`src/hw/rtl/cda_pkg.sv`:
```
package cda_pkg;

  localparam int unsigned MAX_YEAR_DEF = 9999;

  // Command codes.
  localparam logic [1:0] OP_LOAD   = 2'd0;
  localparam logic [1:0] OP_DAYS   = 2'd1;
  localparam logic [1:0] OP_MONTHS = 2'd2;
  localparam logic [1:0] OP_YEARS  = 2'd3;

  // Status codes.
  localparam logic [1:0] ST_OK       = 2'd0;
  localparam logic [1:0] ST_BAD_LOAD = 2'd1;
  localparam logic [1:0] ST_RANGE    = 2'd2;

  // Divisibility by 25 of a 12-bit value: multiply by the inverse of 25
  // modulo 4096 and compare against floor(4095 / 25).
  localparam logic [11:0] INV25_MOD4096 = 12'd3113;
  localparam logic [11:0] DIV25_LIMIT   = 12'd163;

  // Month arithmetic: the month index is biased by a multiple of 12 so that
  // it stays positive, then divided by 12 with a reciprocal multiply.
  localparam logic signed [17:0] MON_BIAS       = 18'sd32772;
  localparam logic signed [16:0] MON_BIAS_YEARS = 17'sd2731;
  localparam logic [15:0]        RECIP12        = 16'd43691;
  localparam int unsigned        RECIP12_SHIFT  = 19;

  typedef struct packed {
    logic [1:0]         op;
    logic signed [15:0] amount;
    logic [4:0]         load_day;
    logic [3:0]         load_month;
    logic [13:0]        load_year;
  } req_t;

  typedef struct packed {
    logic [4:0]  out_day;
    logic [3:0]  out_month;
    logic [13:0] out_year;
    logic [1:0]  status;
  } res_t;

endpackage

```
`src/hw/rtl/cda_month_len.sv`:
```
module cda_month_len
  import cda_pkg::*;
(
  input  logic [3:0]  month,
  input  logic [13:0] year,
  output logic [4:0]  len
);

  logic [11:0] inv_prod;
  logic        div25;
  logic        leap;

  // Divisible by 100 means divisible by 4 with year/4 divisible by 25;
  // the 400 exception then only needs year/4 to be a multiple of 4 as well.
  assign inv_prod = year[13:2] * INV25_MOD4096;
  assign div25    = (inv_prod <= DIV25_LIMIT);
  assign leap     = (year[1:0] == 2'b00) && (!div25 || (year[3:2] == 2'b00));

  always_comb begin
    unique case (month) inside
      4'd2: begin
        len = leap ? 5'd29 : 5'd28;
      end
      4'd4, 4'd6, 4'd9, 4'd11: begin
        len = 5'd30;
      end
      default: begin
        len = 5'd31;
      end
    endcase
  end

endmodule

```
`src/hw/rtl/cda_div12.sv`:
```
module cda_div12
  import cda_pkg::*;
(
  input  logic        clk,
  input  logic [16:0] dividend,
  output logic [12:0] quot_r
);

  logic [32:0] prod;

  // Exact for every dividend below 2^17 because the reciprocal is rounded up; quot_r keeps 13 bits.
  assign prod = {16'b0, dividend} * {17'b0, RECIP12};

  always_ff @(posedge clk) begin
    quot_r <= prod[RECIP12_SHIFT +: 13];
  end

endmodule

```
`src/hw/rtl/calendar_date_adder_unit.sv`:
```
// After acceptance, load runs the range check, add years the clamp, add months the
// divider, fix-up and clamp, add days one walk step per month crossed (about 1077 for
// a full 16-bit day count), then the result state and the out_valid strobe; a negative
// day count or a year out of range skips to the result state. busy stays high until the
// strobe cycle, where a new request may already be accepted. The receiver cannot stall.
// Synchronous active-low reset sets the stored date to 1 January of year 1.
module calendar_date_adder_unit
  import cda_pkg::*;
#(
  parameter int unsigned MAX_YEAR = MAX_YEAR_DEF
) (
  input  logic clk,
  input  logic rst_n,
  input  logic start,
  input  req_t in_req,
  output logic busy,
  output logic out_valid,
  output res_t out_res
);

  localparam logic [13:0]        MaxYearU = 14'(MAX_YEAR);
  localparam logic signed [16:0] MaxYearS = 17'(MAX_YEAR);

  typedef enum logic [2:0] {
    S_IDLE,
    S_LOAD_CHK,
    S_DAY_WALK,
    S_MON_DIV,
    S_MON_FIX,
    S_CLAMP,
    S_RESULT
  } state_t;

  state_t      state_r, state_nxt;
  logic [4:0]  cur_day_r, cur_day_nxt;
  logic [3:0]  cur_month_r, cur_month_nxt;
  logic [13:0] cur_year_r, cur_year_nxt;
  logic [15:0] wd_r, wd_nxt;
  logic [3:0]  wm_r, wm_nxt;
  logic [13:0] wy_r, wy_nxt;
  logic [16:0] wa_r, wa_nxt;
  logic [1:0]  status_r, status_nxt;
  logic        out_valid_r, out_valid_nxt;
  res_t        out_res_r, out_res_nxt;

  logic [4:0]         len;
  logic [12:0]        quot;
  logic signed [16:0] yr_sum;
  logic signed [17:0] mon_sum;
  logic [16:0]        q12;
  logic [16:0]        rem;
  logic signed [16:0] mon_year;

  cda_month_len u_month_len (
    .month (wm_r),
    .year  (wy_r),
    .len   (len)
  );

  cda_div12 u_div12 (
    .clk      (clk),
    .dividend (wa_r),
    .quot_r   (quot)
  );

  assign yr_sum   = $signed({3'b0, cur_year_r}) + 17'(in_req.amount);
  assign mon_sum  = $signed({14'b0, cur_month_r}) - 18'sd1 + 18'(in_req.amount) + MON_BIAS;
  assign q12      = {1'b0, quot, 3'b0} + {2'b0, quot, 2'b0};
  assign rem      = wa_r - q12;
  assign mon_year = $signed({3'b0, cur_year_r}) + $signed({4'b0, quot}) - MON_BIAS_YEARS;

  always_comb begin
    state_nxt     = state_r;
    cur_day_nxt   = cur_day_r;
    cur_month_nxt = cur_month_r;
    cur_year_nxt  = cur_year_r;
    wd_nxt        = wd_r;
    wm_nxt        = wm_r;
    wy_nxt        = wy_r;
    wa_nxt        = wa_r;
    status_nxt    = status_r;
    out_valid_nxt = 1'b0;
    out_res_nxt   = out_res_r;

    unique case (state_r)
      S_IDLE: begin
        if (start) begin
          unique case (in_req.op)
            OP_LOAD: begin
              wd_nxt    = {11'b0, in_req.load_day};
              wm_nxt    = in_req.load_month;
              wy_nxt    = in_req.load_year;
              state_nxt = S_LOAD_CHK;
            end
            OP_DAYS: begin
              if (in_req.amount[15]) begin
                status_nxt = ST_RANGE;
                state_nxt  = S_RESULT;
              end else begin
                wd_nxt    = {11'b0, cur_day_r} + 16'(in_req.amount);
                wm_nxt    = cur_month_r;
                wy_nxt    = cur_year_r;
                state_nxt = S_DAY_WALK;
              end
            end
            OP_MONTHS: begin
              wa_nxt    = mon_sum[16:0];
              state_nxt = S_MON_DIV;
            end
            OP_YEARS: begin
              if (yr_sum < 17'sd1 || yr_sum > MaxYearS) begin
                status_nxt = ST_RANGE;
                state_nxt  = S_RESULT;
              end else begin
                wm_nxt    = cur_month_r;
                wy_nxt    = yr_sum[13:0];
                state_nxt = S_CLAMP;
              end
            end
            default: begin
              state_nxt = S_IDLE;
            end
          endcase
        end
      end
      S_LOAD_CHK: begin
        if (wm_r >= 4'd1 && wm_r <= 4'd12 && wy_r >= 14'd1 && wy_r <= MaxYearU &&
            wd_r >= 16'd1 && wd_r <= {11'b0, len}) begin
          cur_day_nxt   = wd_r[4:0];
          cur_month_nxt = wm_r;
          cur_year_nxt  = wy_r;
          status_nxt    = ST_OK;
        end else begin
          status_nxt = ST_BAD_LOAD;
        end
        state_nxt = S_RESULT;
      end
      S_DAY_WALK: begin
        if (wd_r <= {11'b0, len}) begin
          cur_day_nxt   = wd_r[4:0];
          cur_month_nxt = wm_r;
          cur_year_nxt  = wy_r;
          status_nxt    = ST_OK;
          state_nxt     = S_RESULT;
        end else begin
          wd_nxt = wd_r - {11'b0, len};
          if (wm_r == 4'd12) begin
            wm_nxt = 4'd1;
            if (wy_r >= MaxYearU) begin
              status_nxt = ST_RANGE;
              state_nxt  = S_RESULT;
            end else begin
              wy_nxt = wy_r + 14'd1;
            end
          end else begin
            wm_nxt = wm_r + 4'd1;
          end
        end
      end
      S_MON_DIV: begin
        // The divider registers its quotient during this cycle.
        state_nxt = S_MON_FIX;
      end
      S_MON_FIX: begin
        if (mon_year < 17'sd1 || mon_year > MaxYearS) begin
          status_nxt = ST_RANGE;
          state_nxt  = S_RESULT;
        end else begin
          wm_nxt    = rem[3:0] + 4'd1;
          wy_nxt    = mon_year[13:0];
          state_nxt = S_CLAMP;
        end
      end
      S_CLAMP: begin
        cur_month_nxt = wm_r;
        cur_year_nxt  = wy_r;
        if (cur_day_r > len) begin
          cur_day_nxt = len;
        end
        status_nxt = ST_OK;
        state_nxt  = S_RESULT;
      end
      S_RESULT: begin
        out_valid_nxt         = 1'b1;
        out_res_nxt.out_day   = cur_day_r;
        out_res_nxt.out_month = cur_month_r;
        out_res_nxt.out_year  = cur_year_r;
        out_res_nxt.status    = status_r;
        state_nxt             = S_IDLE;
      end
      default: begin
        state_nxt = S_IDLE;
      end
    endcase
  end

  always_ff @(posedge clk) begin
    if (!rst_n) begin
      state_r     <= S_IDLE;
      cur_day_r   <= 5'd1;
      cur_month_r <= 4'd1;
      cur_year_r  <= 14'd1;
      out_valid_r <= 1'b0;
    end else begin
      state_r     <= state_nxt;
      cur_day_r   <= cur_day_nxt;
      cur_month_r <= cur_month_nxt;
      cur_year_r  <= cur_year_nxt;
      out_valid_r <= out_valid_nxt;
    end
    wd_r      <= wd_nxt;
    wm_r      <= wm_nxt;
    wy_r      <= wy_nxt;
    wa_r      <= wa_nxt;
    status_r  <= status_nxt;
    out_res_r <= out_res_nxt;
  end

  assign busy      = (state_r != S_IDLE);
  assign out_valid = out_valid_r;
  assign out_res   = out_res_r;

endmodule
```
`config.mk`:
```
export PLATFORM = sky130hd
export DESIGN_NAME = calendar_date_adder_unit
export DESIGN_NICKNAME = d
export VERILOG_FILES = /design/src/hw/rtl/cda_pkg.sv /design/src/hw/rtl/cda_month_len.sv /design/src/hw/rtl/cda_div12.sv /design/src/hw/rtl/calendar_date_adder_unit.sv
export SDC_FILE = /design/constraint.sdc
export NUM_CORES = 1
export LEC_CHECK = 0
export CAP_MARGIN = 40
export CORE_MARGIN = 1.5
export CORE_UTILIZATION = 30
export DETAILED_ROUTE_END_ITERATION = 10
export DONT_BUFFER_PORTS = 1
export HOLD_SLACK_MARGIN = 0.03
export PLACE_DENSITY_LB_ADDON = 0.12
export SLEW_MARGIN = 20
export SYNTH_ARGS = -nofsm -noshare
export SYNTH_HDL_FRONTEND = slang
export SYNTH_SLANG_ARGS = --single-unit
export TNS_END_PERCENT = 10
```
`constraint.sdc`:
```
create_clock -name clk -period 7.1 [get_ports clk]
set_input_delay 1.42 -clock clk [delete_from_list [all_inputs] [get_ports clk]]
set_output_delay 1.42 -clock clk [all_outputs]
set_load 0.01 [all_outputs]
```
==> metrics <==
Synth Register Bits=118; endpoints failing hold=0; Core Util, Final=33.58%; initial DRC count=between 400 and 500; Min-Delay Path Depth=0; Crit path arrival time=6.79 ns; Initial Util=slightly above 30%; clk sinks=~120; Synth Area in Adders=between 30% and 40%; DP Cell Count=1997; Routed Antenna Nets=0; TritonRoute pass-1 iters=4; Yosys warning count=0; n_diodes=0; # DRC=0; die area=46730 um2; Setup TNS=0 ns; number of port buffers=0; EDFF count, synth=between 70 and 80; via density per instance=roughly 5; CTS tree=yes; Synth Area in XOR/XNOR=approximately 6.4%; sequential element share of the synthesized area=between 20% and 30%; Synth Area in Simple Gates=10.66%; Worst slew margin=39.91%; GR Layer Usage met2=between 20% and 30%; first-pass GRT wire length=~61000 um; most frequent CP cell=a21oi_1; final non-filler cell total=2030; grt peak-use layer=met2; post-layout min period=approximately 6.7 ns; GR Util met1=23.82%; clock slew seen by the registers of the worst setup and hold paths=0.06 ns; I/O Pins=71; Filler cells=4658; final WL=39080 um; max-cap violations=0; crit end category=flip-flop; Post-Synthesis Cells=between 1000 and 1500; Worst Path Required=between 7 and 8 ns; Compound-Gate Fraction of Synth Area=between 10% and 20%; count of different cell masters after synthesis=73; Hold Crit Class=reg -> reg; RSZ-0062 raised after global routing=false; largest family of logic cells by synthesized area=adder cells; initial antenna violation count=0; hold_buf cts=0; Final Skew=0.01840 ns; Synth Flop Type=edfxtp_1; postcts setup bufs=0; top cells by area, synth=ha_1 22%, edfxtp_1 17%, fa_1 15%; Core Area=between 40000 and 50000 um2; Worst path slowest cell=edfxtp_1; final slew viol count=0; GRT Resource Usage Total=between 15 and 20%; Slew @ Worst Pin=0.8897 ns; critical path fanouts, max=14; syn_nets=around 1800; Final nets=about 1800; later-pin clock latency in the skew report=0.45 ns; gr ovfl total=0; CTS max path bufs=2; top post-synthesis cells by count=244 x ha_1, 243 x inv_1, 99 x fa_1; area delta synth->final=9.638%; post-CTS sizing=0; r2r setup slk=0.44 ns; grt met3 use=under 10%; Post-synth ARST share=0%; vias in the first global route=a little over 10000; cell type with the largest total area after synthesis=ha_1; Crit Path Category=reg -> reg; share of the synthesized area in the top cell type=about 22%; crit path launch type=flip-flop; slowest stage delay, CP=0.55 ns; Final Cycle Share=between 90 and 100%; Synth Area per Inst=around 9.6 um2; H-tree levels=4; root buf cell=clkbuf_16; largest net degree at the start of global routing=30; routed via count=a little under 10000; row cnt=77; DP HPWL=32310 um; Final setup viols=0; FF-to-FF path depth=28; status=finished clean; total CTS buffers=17; wire per inst=between 15 and 20 um; Max Clock Freq=approximately 0.15 GHz; mux share of post-synthesis cell area=around 1.8%; Die X=between 200 and 250 um; RePlAce Congestion=slightly above 0.8; layout cell share with drive strength beyond 1=4.033%; die height=216.2 um; Post-Syn Area=13630 um2; most frequent cell after synthesis=ha_1
-- final timing paths --
check                              end                   from
setup / recovery     wy_r[7]$_DFFE_PP_      wy_r[5]$_DFFE_PP_
hold / removal    out_res[1]$_DFFE_PP_  status_r[1]$_DFFE_PP_
setup reg to reg     wy_r[7]$_DFFE_PP_      wy_r[5]$_DFFE_PP_
hold reg to reg   out_res[1]$_DFFE_PP_  status_r[1]$_DFFE_PP_
-- kinds of logic after synthesis --
family | count (synthesis)
AO/OA/AOI/OAI | 275
AND/OR/NAND/NOR | 290
adder cells (fa/ha/maj) | 343
flip-flops | 118
buffers and inverters | 275
multiplexers | 24
XOR/XNOR | 100
-- routing by layer --
layer / wire [um] / share of wire, %
met1: 19160 / 49
met2: 17820 / 46
met3: 1508 / 3.9
met4: 589 / 1.5
met5: 0 / 0
-- critical path: cells and delay by family, from the launching register on --
family	cells	cell delay (ns)
adders and majority gates	6	2.09
AOI/OAI and AO/OA	11	2.05
and+or+nand+nor	5	0.87
buffers and inverters	5	0.64
DFF	1	0.55
xor gates and xnor gates	1	0.16
-- layout make-up --
cell class	instances	area [um2]	area share, %
multi-input combinational	1032	9453	63.25
sequential	118	3143	21.03
inverter	244	915.9	6.128
tap	592	740.7	4.956
clock buffer	22	444.2	2.972
clock inverter	10	131.4	0.8790
timing repair buffer	12	117.6	0.7869
-- sequential cells by signal (all words and copies together), names as in the netlist --
signal,flops
u_div12.quot_r,13
state_r,3
wm_r,4
out_valid,1
wy_r,14
status_r,2
cur_year_r,14
out_res,25
wd_r,16
cur_day_r,5
cur_month_r,4
wa_r,17
-- stage by stage --
step / hold WS [ns] / setup slack (ns) / area, um2
after CTS: 0.4229 / 0.4444 / 14930
after global placement: 0.4080 / 0.5946 / 14320
after detailed placement: 0.4111 / 0.4690 / 14360
final: 0.4182 / 0.4430 / 14950
after global routing: 0.4512 / 0.0002975 / 14950
after floorplan: 0.4003 / 0.5161 / 13630
-- cells in the final DEF, fill, tap and decap left out, types with 11 or more instances in the layout --
| cell | count |
|---|---|
| inv_1 | 243 |
| a21oi_1 | 65 |
| nand2_1 | 78 |
| nor3_1 | 13 |
| a21o_1 | 18 |
| clkbuf_16 | 17 |
| nand3_1 | 18 |
| dfxtp_1 | 40 |
| o22ai_1 | 11 |
| nor2_1 | 75 |
| o211ai_1 | 20 |
| ha_1 | 244 |
| mux2i_1 | 23 |
| xnor2_1 | 68 |
| o21ai_0 | 58 |
| nor2b_1 | 28 |
| xor2_1 | 32 |
| fa_1 | 99 |
| edfxtp_1 | 78 |
Power is not shown: default switching activity piles up to over one toggle a cycle in this logic, so the estimate is an artifact.
